==> config.mk <==
export PLATFORM = sky130hd
export DESIGN_NAME = gdda_step
export DESIGN_NICKNAME = d
export VERILOG_FILES = /design/src/hdl/gdda_pkg.sv /design/src/hdl/gdda_step.sv
export SDC_FILE = /design/constraint.sdc
export NUM_CORES = 1
export LEC_CHECK = 0
export BUFFER_PORTS_ARGS = -buffer_cell sky130_fd_sc_hd__buf_4
export CORE_MARGIN = 1
export CORE_UTILIZATION = 49
export DETAILED_ROUTE_END_ITERATION = 6
export GPL_TIMING_DRIVEN = 0
export PLACE_DENSITY = 0.9
export SLEW_MARGIN = 40
export SYNTH_ARGS = -nofsm -noshare
export SYNTH_HDL_FRONTEND = slang
export SYNTH_SLANG_ARGS = --single-unit
==> constraint.sdc <==
create_clock -name vclk -period 7
set_clock_uncertainty 0.15 [all_clocks]
set_input_delay 1.05 -clock vclk [all_inputs]
set_output_delay 1.05 -clock vclk [all_outputs]
set_load 0.05 [all_outputs]
==> src/hdl/gdda_pkg.sv <==
package gdda_pkg;

  localparam int CELL_BITS = 6;
  localparam int DIST_BITS = 32;
  localparam int MAP_WIDTH_DEF = 64;
  localparam int MAP_HEIGHT_DEF = 64;

  // Stream payload widths, padded to whole bytes.
  localparam int IN_DATA_BITS = 144;
  localparam int OUT_DATA_BITS = 80;

  typedef logic [DIST_BITS-1:0] dist_t;

  localparam dist_t DIST_INF = '1;

  typedef enum logic [2:0] {
    ST_CLEAR,
    ST_IDLE,
    ST_START,
    ST_WALK,
    ST_FINISH
  } state_t;

  typedef enum logic {
    CMD_WRITE = 1'b0,
    CMD_CAST  = 1'b1
  } cmd_t;

  typedef enum logic {
    SIDE_X = 1'b0,
    SIDE_Y = 1'b1
  } side_t;

  typedef enum logic [1:0] {
    FACE_EAST  = 2'd0,
    FACE_WEST  = 2'd1,
    FACE_SOUTH = 2'd2,
    FACE_NORTH = 2'd3
  } facing_t;

  // Result of one walk step from the shared step unit.
  typedef struct packed {
    side_t side;
    logic  leave;
    dist_t acc;
  } step_res_t;

  function automatic facing_t facing_of(side_t side, logic x_pos, logic y_pos);
    facing_t f;
    if (side == SIDE_X) begin
      f = x_pos ? FACE_EAST : FACE_WEST;
    end else begin
      f = y_pos ? FACE_SOUTH : FACE_NORTH;
    end
    return f;
  endfunction

endpackage

==> src/hdl/gdda_step.sv <==
module gdda_step #(
  parameter int MAP_WIDTH = gdda_pkg::MAP_WIDTH_DEF,
  parameter int MAP_HEIGHT = gdda_pkg::MAP_HEIGHT_DEF,
  parameter int XW = 6,
  parameter int YW = 6
) (
  input  gdda_pkg::dist_t     acc_x,
  input  gdda_pkg::dist_t     acc_y,
  input  gdda_pkg::dist_t     delta_x,
  input  gdda_pkg::dist_t     delta_y,
  input  logic [XW-1:0]       walk_x,
  input  logic [YW-1:0]       walk_y,
  input  logic                x_pos,
  input  logic                y_pos,
  output gdda_pkg::step_res_t res,
  output logic [XW-1:0]       next_x,
  output logic [YW-1:0]       next_y
);

  gdda_pkg::side_t                side;
  gdda_pkg::dist_t                op_a;
  gdda_pkg::dist_t                op_b;
  logic [gdda_pkg::DIST_BITS:0]   sum;
  logic                           edge_x;
  logic                           edge_y;

  // Ties go to y.
  assign side = (acc_x < acc_y) ? gdda_pkg::SIDE_X : gdda_pkg::SIDE_Y;
  assign op_a = (side == gdda_pkg::SIDE_X) ? acc_x : acc_y;
  assign op_b = (side == gdda_pkg::SIDE_X) ? delta_x : delta_y;
  assign sum  = {1'b0, op_a} + {1'b0, op_b};

  assign edge_x = x_pos ? ({1'b0, walk_x} >= (XW+1)'(MAP_WIDTH - 1)) : (walk_x == '0);
  assign edge_y = y_pos ? ({1'b0, walk_y} >= (YW+1)'(MAP_HEIGHT - 1)) : (walk_y == '0);

  always_comb begin
    res.side  = side;
    res.acc   = sum[gdda_pkg::DIST_BITS] ? gdda_pkg::DIST_INF
                                         : sum[gdda_pkg::DIST_BITS-1:0];
    res.leave = (side == gdda_pkg::SIDE_X) ? edge_x : edge_y;
    next_x    = walk_x;
    next_y    = walk_y;
    if (side == gdda_pkg::SIDE_X) begin
      next_x = x_pos ? walk_x + XW'(1) : walk_x - XW'(1);
    end else begin
      next_y = y_pos ? walk_y + YW'(1) : walk_y - YW'(1);
    end
  end

endmodule

## After elaboration in Yosys (flattened, before gate mapping)

Index checks and enable logic that the tools add are counted.

- Magnitude comparators: 3
- Reductions and logical operators: 2
- Multiplexer cells: 11
- $add $sub $neg: 5

Operator list:

| operator | count |
|---|---|
| $mux 32 | 3 |
| $add 32x32->33 | 1 |
| $lt 32x32->1 | 1 |
| $mux 6 | 4 |
| $add 6x1->6 const B | 2 |
| $ge 6x6->1 const B | 2 |
| $logic_not 6->1 | 2 |
| $sub 6x1->6 const B | 2 |
| $mux 1 | 4 |

- Logic and storage cells: 21
- Output and inout bits: 46
- Bits in registers: 0
- Bits of input ports: 142

## Depth between registers and ports, before layout

Gate-level depths: netlist of run 1.

- Depth after elaboration: 4
- Mapped depth: 24

## Worst setup path before layout of run 1

No wires, ideal clock.

- Path kind: input -> output
- Start point: input acc_y[21]
- End point: output res[6] (netlist bit)
- Data arrival time: 5330 ps
- Path buffers: 2
- Slack: 470 ps
- Required time: 5800 ps
- Stages: 21
- Path through: inv_1 -> ha_1 -> a21o_1 -> a21o_1 -> a21oi_1 -> o22ai_1 -> or3_1 -> a21oi_2 -> buf_2 -> mux2_2 -> ha_1 -> fa_1 -> a21oi_1 -> o21a_1 -> o21ai_0 -> a21o_1 -> a21o_2 -> nand2_1 -> and2_1 -> buf_4 -> o21ai_0

RTL lines:

| what | line | text |
|---|---|---|
| start, declared | gdda_step.sv:8 | `input gdda_pkg::dist_t acc_y,` |
| end, declared | gdda_step.sv:15 | `output gdda_pkg::step_res_t res,` |

==> impl_metrics.toml, run 1 <==
[run_status]
outcome = "completed"

[synthesis]
yosysMostFrequentCell = "sky130_fd_sc_hd__nand2_1"
synthDominantAreaCellType = "sky130_fd_sc_hd__ha_1"
netlist_instances = 546
mappedNetlistNets = 762
synthTopCellsByArea = "sky130_fd_sc_hd__ha_1 (23%), sky130_fd_sc_hd__mux2_2 (10%), sky130_fd_sc_hd__nand2_1 (8.2%), sky130_fd_sc_hd__xnor2_1 (6.0%), sky130_fd_sc_hd__a21oi_1 (5.6%)"
yosysUniqueCellTypes = 48
synth.yosys.seq_area_share_pct = 0
syn-cell-area_um2 = 3782
post-synth-top-area-fraction_pct = 23.49
synth_area_per_cell_um2 = 6.927
ys.warnings.count = 0
synth_top_cells_by_count = "sky130_fd_sc_hd__nand2_1 (83), sky130_fd_sc_hd__ha_1 (71), sky130_fd_sc_hd__a21oi_1 (42), sky130_fd_sc_hd__inv_1 (42), sky130_fd_sc_hd__o21ai_0 (35)"

[detailed_routing]
drt_iter0_markers = 285
drtAntennaViolNets = 0
route.detailed.vias_per_inst = 5.901
wirelength_mm = 13.74
detailed_route_drc_error_count = 0
routed_wire_length_per_instance_um = 16.39
drt_pass1_iterations = 5
dr_total_vias = 4945

[placed_design]
place_hpwl_mm = 11.35
port_buffer_count = 188
place.gp.congestion = 0.9391
cells_after_dpl = 833

[die]
fp-row-count = 31
top_level_pins = 188
effective_utilization_at_floorplan_pct = 51.32
die_footprint_um2 = 8075
dieHeight_um = 89.86
core_area_um2 = 7370
die_width_um = 89.86

[cells_and_area]
ff_latch_area_um2 = 0
layout-drive-gt1-share_pct = 35.99
fillerInstances = 591
synthToLayoutAreaGrowth_pct = 45.22
antenna-diode-count = 0
nFlopsAndLatches = 0
nets = 957
clk_buf = 0
stdcell_count = 838

[worst_setup_path]
worst_setup_path_end_kind = "output pin"
maximum_net_fanout_on_the_critical_path = 10
arrival_ns = 5.73
category_of_the_worst_setup_path_launch_point = "primary input"
worst-endpoint-required_ns = 5.80
cp_class = "primary input to output pin"

[timing]
final-max-slew-violation-count = 0
maxClockFrequency_ghz = 0.1443
share_of_the_clock_period_used_by_the_worst_path_after_layout_pct = 99.01
slew-limit-headroom_pct = 70.92
hold_viol_final = 0
max_slew.worst_pin.slew_ns = 0.4316
shortest_period_the_worst_path_allows_ns = 6.931
timing.final.setup_violations = 0

[power_and_ir_drop]
post-layout-total-power_w = 0.001269
static_leak_nw = 2.872
vdd.ir_drop.worst_uv = 119.9
power-per-cell-area_nw_per_um2 = 231.0

[hold_path]
timing.hold.worst.class = "primary input to output pin"
whs_path_depth = 3

[global_routing]
grt_util_met1_pct = 37.65
grt_use_met2_pct = 59.87
first_global_vias = 4943
gr-total-overflow = 0
groute.usage.overall_pct = 32.60
met3_track_demand_over_resource_pct = 3.723
grt_max_degree = 11
grt_antenna_before_repair = 0
global_route_wire_length_before_repair_mm = 22.10
globalRoute.busiestLayer = "met2"

[clock_network]
post_cts_hold_buffer_count = 0

[run]
maxCapViolations = 0
[stage by stage]
stage | worst slack [ns] | area, um2 | util [%] | hold WS [ns] | TNS [ns]
floorplan | 0.4699 | 3782 | - | 2.222 | 0
global placement | -0.1951 | 5318 | 72.16 | 2.284 | -3.479
detailed placement | -0.2718 | 5318 | 72.16 | 2.280 | -5.685
CTS | 0.02364 | 5370 | 72.87 | 2.285 | 0
global route | -0.08714 | 5493 | 74.53 | 2.306 | -1.167
finish | 0.06896 | 5493 | 74.53 | 2.285 | 0
[report_power, final]
group	switching, W	leakage [nW]	internal (W)	total [W]
Sequential	0	0	0	0
Clock	0	0	0	0
Combinational	0.000804	2.87	0.000465	0.00127
Total	0.000804	2.87	0.000465	0.00127
[worst paths after layout]
kind               endpoint      start  slack [ns]
setup / recovery    res[14]  acc_x[13]        0.07
hold / removal    next_y[5]  walk_y[5]        2.28
[cell usage in the layout (no fill, tap or decap), drive strengths merged, types with 2 or more instances in the layout]
| master | count |
|---|---|
| buf | 211 |
| nand2 | 83 |
| ha | 71 |
| o21ai | 52 |
| a21oi | 43 |
| inv | 42 |
| mux2 | 38 |
| a21o | 27 |
| xnor2 | 26 |
| nor2 | 20 |
| nand4 | 13 |
| nand3 | 11 |
| xor2 | 11 |
| nand2b | 8 |
| o21a | 8 |
| nor3 | 8 |
| nor2b | 7 |
| a211oi | 7 |
| a31oi | 6 |
| o21bai | 5 |
| nor4 | 4 |
| clkbuf | 4 |
| o22ai | 3 |
| o31ai | 3 |
| fa | 3 |
| or4 | 2 |
| or3 | 2 |
| and3 | 2 |
| and4 | 2 |
| nand3b | 2 |
| o211ai | 2 |
| a221oi | 2 |
[metal layers]
metal,share of wire (%),up-vias
met5,0,-
met4,4.7,0
met3,7.5,58
met2,48,293
met1,39,2229
li1,-,2365
[layout make-up]
| class | count | area [um2] | share of cell area, % |
|---|---|---|---|
| multi-input combinational | 482 | 3586 | 65.28 |
| inverter | 42 | 157.7 | 2.870 |
| tap | 99 | 123.9 | 2.255 |
| buffer | 19 | 153.9 | 2.802 |
| timing repair buffer | 196 | 1471 | 26.79 |
[worst max-delay path: stages]
cell,delay (ns)
sky130_fd_sc_hd__buf_4,0.11
sky130_fd_sc_hd__ha_1,0.30
sky130_fd_sc_hd__a21o_1,0.17
sky130_fd_sc_hd__a21o_1,0.18
sky130_fd_sc_hd__a21oi_1,0.22
sky130_fd_sc_hd__o21ai_1,0.10
sky130_fd_sc_hd__or3_1,0.39
sky130_fd_sc_hd__a21oi_4,0.25
sky130_fd_sc_hd__buf_6,0.17
sky130_fd_sc_hd__mux2_1,0.33
sky130_fd_sc_hd__ha_1,0.24
sky130_fd_sc_hd__fa_2,0.37
sky130_fd_sc_hd__a21oi_2,0.23
sky130_fd_sc_hd__o21a_1,0.20
sky130_fd_sc_hd__o21ai_2,0.10
sky130_fd_sc_hd__a21o_1,0.20
sky130_fd_sc_hd__a21o_2,0.26
sky130_fd_sc_hd__nand2_1,0.09
sky130_fd_sc_hd__and2_1,0.15
sky130_fd_sc_hd__buf_6,0.17
sky130_fd_sc_hd__buf_6,0.15
sky130_fd_sc_hd__nand2_1,0.08
sky130_fd_sc_hd__buf_4,0.20
[cells by family (layout without fill, tap and decap cells)]
| logic type | Yosys count | after routing | synth area share [%] |
|---|---|---|---|
| compound gates | 166 | 166 | 26.86 |
| mux | 39 | 39 | 11.58 |
| xor+xnor | 37 | 37 | 8.568 |
| buf+inv | 64 | 257 | 7.641 |
| simple gates | 166 | 166 | 20.28 |
| fa+ha+maj | 74 | 74 | 25.07 |
[timing repair]
action                     4_1_cts  5_1_grt
setup endpoints to repair       31       31
resized for setup                9       25
pin swaps                        0        5
setup buffers                    3        5
Power figures use the tool's default switching activity.
==> run 2, diff against run 1 <==
==> constraint.sdc (replaced) <==
create_clock -name vclk -period 7
set_clock_uncertainty 0.15 [all_clocks]
set_input_delay 0.35 -clock vclk [all_inputs]
set_output_delay 0.35 -clock vclk [all_outputs]
set_load 0.05 [all_outputs]
==> impl_metrics.toml, run 2 (same netlist as run 1, synthesis figures left out) <==
[cells_and_area]
nets = 952
finalInstanceArea_um2 = 5318
synthToLayoutAreaGrowth_pct = 40.59
nFlopsAndLatches = 0
mostFrequentLayoutCell = "sky130_fd_sc_hd__buf_4"
layout.cells.most_common_list = "sky130_fd_sc_hd__buf_4 (200), sky130_fd_sc_hd__nand2_1 (83), sky130_fd_sc_hd__ha_1 (71), sky130_fd_sc_hd__inv_1 (42), sky130_fd_sc_hd__a21oi_1 (42)"
layout-drive-gt1-share_pct = 32.70
ff_latch_area_um2 = 0
antenna-diode-count = 0
clk_buf = 0
stdcell_count = 833

[worst_setup_path]
timing.critical_path.slowest_stage_cell = "sky130_fd_sc_hd__fa_1"
worst-endpoint-required_ns = 6.50
category_of_the_worst_setup_path_launch_point = "primary input"
crit_path_frequent_cell = "sky130_fd_sc_hd__buf_4"
arrival_ns = 5.45
crit_chain = "buf_4, ha_1, a21o_1, a21o_1, a21oi_1, o22ai_1, or3_1, a21oi_2, buf_2, mux2_2, ha_1, fa_1, a21oi_1, o21a_1, o21ai_0, a21o_1, a21o_2, nand2_1, and2_1, buf_4, buf_4, nand2_1, buf_4"
cp_class = "primary input to output pin"
crit_path_start = "acc_x[25]"
critical_path.max_stage_delay_ns = 0.41
worst_setup_path_end_kind = "output pin"
timing.critical_path.to = "res[14]"
maximum_net_fanout_on_the_critical_path = 10

[power_and_ir_drop]
vdd.ir_drop.worst_uv = 118.6
power-per-cell-area_nw_per_um2 = 230.0
static_leak_nw = 2.812

[timing]
maxClockFrequency_ghz = 0.1681
share_of_the_clock_period_used_by_the_worst_path_after_layout_pct = 84.97
hold_viol_final = 0
shortest_period_the_worst_path_allows_ns = 5.948
worst_hold_slack_ns = 0.8863
setup-tns-final_ns = 0
slew-limit-headroom_pct = 61.13
timing.final.setup_violations = 0
final-max-slew-violation-count = 0
max_slew.worst_pin.slew_ns = 0.5830
rsz0062_at_grt = "false"

[global_routing]
grt_antenna_before_repair = 0
gr-total-overflow = 0
first_global_vias = 4956
grt_max_degree = 11
groute.usage.overall_pct = 32.38
global_route_wire_length_before_repair_mm = 21.94

[detailed_routing]
drtAntennaViolNets = 0
drt_pass1_iterations = 5
wirelength_mm = 13.38
routed_wire_length_per_instance_um = 16.06
drt_iter0_markers = 217
route.detailed.vias_per_inst = 5.834
dr_total_vias = 4860
detailed_route_drc_error_count = 0

[clock_network]
post_cts_hold_buffer_count = 0
post-cts-setup-buffer-count = 0
post_cts_resized = 0

[die]
dieHeight_um = 89.86
die_width_um = 89.86
top_level_pins = 188
fp-row-count = 31
effective_utilization_at_floorplan_pct = 51.32
die_footprint_um2 = 8075
core_area_um2 = 7370

[placed_design]
port_buffer_count = 188
place.gp.congestion = 0.9391
place_hpwl_mm = 11.35
place_area_um2 = 5318
cells_after_dpl = 833

[hold_path]
timing.hold.worst.class = "primary input to output pin"

[run_status]
outcome = "completed"

[run]
maxCapViolations = 0
==> run 2: cell types whose count changed in the layout (fill, tap and decap cells not counted), sizes merged <==
cell | previous run | this run
buf | 211 | 203
clkbuf | 4 | 7
==> run 2: per-layer routing <==
layer	up-vias	track usage [%]	wire length [um]
li1	2348	-	-
met1	2197	36.88	5387
met2	263	59.36	6466
met3	52	4.569	944
met4	0	14.92	577
met5	-	0	0
==> run 2: power breakdown <==
part | switching, W | internal, W | leakage, nW
sequential | 0 | 0 | 0
combinational | 0.000784 | 0.000439 | 2.81
clock | 0 | 0 | 0
==> run 2: layout make-up <==
class / count / area [um2]
Multi-Input combinational cell: 482 / 3493
Timing Repair Buffer: 188 / 1411
Tap cell: 99 / 123.9
Inverter: 42 / 157.7
Fill cell: 614 / 2052
Buffer: 22 / 131.4
==> run 2: worst min path at each step <==
stage / endpoint / slack, ns / cells after the start / from
after floorplan: next_x[0] / 0.82 / 1 / walk_x[0]
after global placement: next_y[5] / 0.88 / 3 / walk_y[5]
after detailed placement: next_y[5] / 0.88 / 3 / walk_y[5]
after CTS: next_y[5] / 0.89 / 3 / walk_y[5]
after global routing: next_y[5] / 0.91 / 3 / walk_y[5]
final: next_y[5] / 0.89 / 3 / walk_y[5]
==> run 2: metrics by stage <==
step | power (W) | worst slack, ns | utilization [%]
global placement | 0.001180 | 1.205 | 72.16
detailed placement | 0.001208 | 1.128 | 72.16
floorplan | 0.0008568 | 1.870 | -
global route | 0.001303 | 0.8095 | 72.16
finish | 0.001223 | 1.052 | 72.16
CTS | 0.001212 | 1.116 | 72.16
==> run 2: worst max-delay path: cells and delay by family <==
family / cells / cell delay (ns)
muxes: 1 / 0.37
and+or+nand+nor: 4 / 0.68
adders and majority gates: 3 / 0.93
buffers and inverters: 5 / 1.04
AOI/OAI and AO/OA: 10 / 2.05
==> run 3, diff against run 2 <==
Settings changed: CORE_UTILIZATION 49 to 44, PLACE_DENSITY 0.9 to 0.85.
Clock period 7 ns to 5.04 ns, I/O delays scaled along.
==> impl_metrics.toml, run 3 (same netlist as run 1, synthesis figures left out) <==
[detailed_routing]
drtAntennaViolNets = 0
top_layer_used = "met4"
drt_iter0_markers = 281
wirelength_mm = 15.02
route.layer.met1.wl_mm = 5.819
routed_wire_length_per_instance_um = 17.36
dr_total_vias = 5099
detailroute.wirelength.met3_mm = 1.057
detailed_route_drc_error_count = 0
route.detailed.vias_per_inst = 5.895
drt_pass1_iterations = 5
wl_met2_mm = 7.511

[worst_setup_path]
crit_path_start = "acc_y[27]"
worst-endpoint-required_ns = 4.64
timing.critical_path.slowest_stage_cell = "sky130_fd_sc_hd__or4_4"
arrival_ns = 4.59
worst_setup_path_end_kind = "output pin"
critical_path.max_stage_delay_ns = 0.57
crit_path_frequent_cell = "sky130_fd_sc_hd__buf_6"
cp_class = "primary input to output pin"
category_of_the_worst_setup_path_launch_point = "primary input"
maximum_net_fanout_on_the_critical_path = 7
crit_chain = "buf_4, inv_1, ha_4, nand4_1, or4_4, a211oi_4, a21oi_4, buf_4, buf_6, mux2_4, ha_4, fa_2, a21oi_2, o21a_1, o21ai_2, a21o_1, a21o_4, nand2_1, and2_4, buf_6, nand2_1, buf_6"

[power_and_ir_drop]
static_leak_nw = 3.034
post-layout-total-power_w = 0.001968
vdd.ir_drop.worst_uv = 184.6
power-per-cell-area_nw_per_um2 = 324.4

[cells_and_area]
stdcell_count = 865
nets = 978
nFlopsAndLatches = 0
synthToLayoutAreaGrowth_pct = 60.40
clk_buf = 0
mostFrequentLayoutCell = "sky130_fd_sc_hd__buf_4"
antenna-diode-count = 0
layout.cells.most_common_list = "sky130_fd_sc_hd__buf_4 (202), sky130_fd_sc_hd__nand2_1 (82), sky130_fd_sc_hd__ha_1 (52), sky130_fd_sc_hd__inv_1 (39), sky130_fd_sc_hd__mux2_2 (32)"
finalInstanceArea_um2 = 6067
layout-drive-gt1-share_pct = 43.95
ff_latch_area_um2 = 0

[global_routing]
grt_max_degree = 11
grt_antenna_before_repair = 0
first_global_vias = 4879
gr-total-overflow = 0
groute.usage.overall_pct = 29.11
global_route_wire_length_before_repair_mm = 21.25

[timing]
rsz0062_at_grt = "true"
hold_viol_final = 0
final-max-slew-violation-count = 0
share_of_the_clock_period_used_by_the_worst_path_after_layout_pct = 99.03
max_slew.worst_pin.slew_ns = 0.3511
timing.final.setup_violations = 0
maxClockFrequency_ghz = 0.2004
shortest_period_the_worst_path_allows_ns = 4.991
slew-limit-headroom_pct = 76.34

[placed_design]
place.gp.congestion = 0.9563
place_area_um2 = 5325
port_buffer_count = 188
cells_after_dpl = 839
place_hpwl_mm = 11.00

[die]
core_area_um2 = 8258
die_width_um = 94.72
dieHeight_um = 94.72
top_level_pins = 188
fp-row-count = 33
effective_utilization_at_floorplan_pct = 45.80
die_footprint_um2 = 8971

[hold_path]
hold_path_startpoint = "walk_y[5]"
timing.hold.worst.class = "primary input to output pin"
whs_path_depth = 3
min_to = "next_y[5]"

[run]
maxCapViolations = 0

[run_status]
outcome = "completed"
run 3: cell count changes in the layout (fill, tap and decap cells not counted), moves of 4 or more:
cell	before	now
sky130_fd_sc_hd__o21ai_0	35	22
sky130_fd_sc_hd__ha_1	71	52
sky130_fd_sc_hd__o21ai_2	0	6
sky130_fd_sc_hd__a21oi_2	1	12
sky130_fd_sc_hd__a21oi_1	42	27
sky130_fd_sc_hd__clkbuf_1	7	1
sky130_fd_sc_hd__ha_4	0	10
sky130_fd_sc_hd__ha_2	0	9
sky130_fd_sc_hd__o21ai_1	17	24
sky130_fd_sc_hd__buf_6	0	29
sky130_fd_sc_hd__a211oi_1	7	3
sky130_fd_sc_hd__a21oi_4	0	4
run 3: worst max-delay path: cells and delay by family:
kind            cells  cell delay, ns
compound gates      7            1.34
fa+ha+maj           3            0.81
buf+inv             6            0.73
mux                 1            0.31
simple gates        5            1.15
run 3: worst max-delay path by stage:
stage | end | slack [ns] | cells past startpoint
floorplan | res[6] | 0.11 | 21
global placement | res[17] | -0.59 | 23
detailed placement | res[18] | -0.64 | 23
CTS | res[25] | -0.02 | 20
global route | res[31] | -0.11 | 21
finish | res[4] | 0.05 | 22
run 3: what timing repair did:
| action | CTS | global route |
|---|---|---|
| hold endpoints to repair | 0 | 0 |
| hold buffers | 0 | 0 |
| endpoints found under the setup margin | 32 | 32 |
| setup buffers | 12 | 20 |
| pin swaps | 5 | 42 |
| cloned | 0 | 1 |
| resized for setup | 54 | 74 |
run 3: where the power goes:
part	switching, W	internal (W)
clock network	0	0
registers	0	0
logic	0.00119	0.000780
total	0.00119	0.000780
run 3: area by class of cell:
| class | count | area [um2] |
|---|---|---|
| fill | 641 | 2191 |
| buffer | 15 | 136.4 |
| tap | 105 | 131.4 |
| timing repair buffer | 221 | 1743 |
| multi-input combinational | 482 | 3899 |
| inverter | 42 | 157.7 |
run 3: per-stage QoR:
stage	setup WS (ns)	TNS, ns	utilization, %	hold slack (ns)
after floorplan	0.1059	0	-	0.6259
after CTS	-0.02500	-0.02500	67.91	0.6940
after global placement	-0.5860	-16.02	64.48	0.6841
after global routing	-0.1062	-1.757	73.47	0.7072
final	0.04887	0	73.47	0.6940
after detailed placement	-0.6409	-17.30	64.48	0.6894
run 3: routing by layer:
layer  vias up  GRT usage [%]
li1       2406              -
met1      2336          33.73
met2       296          55.52
met3        61          2.093
met4         0          9.848
met5         -              0
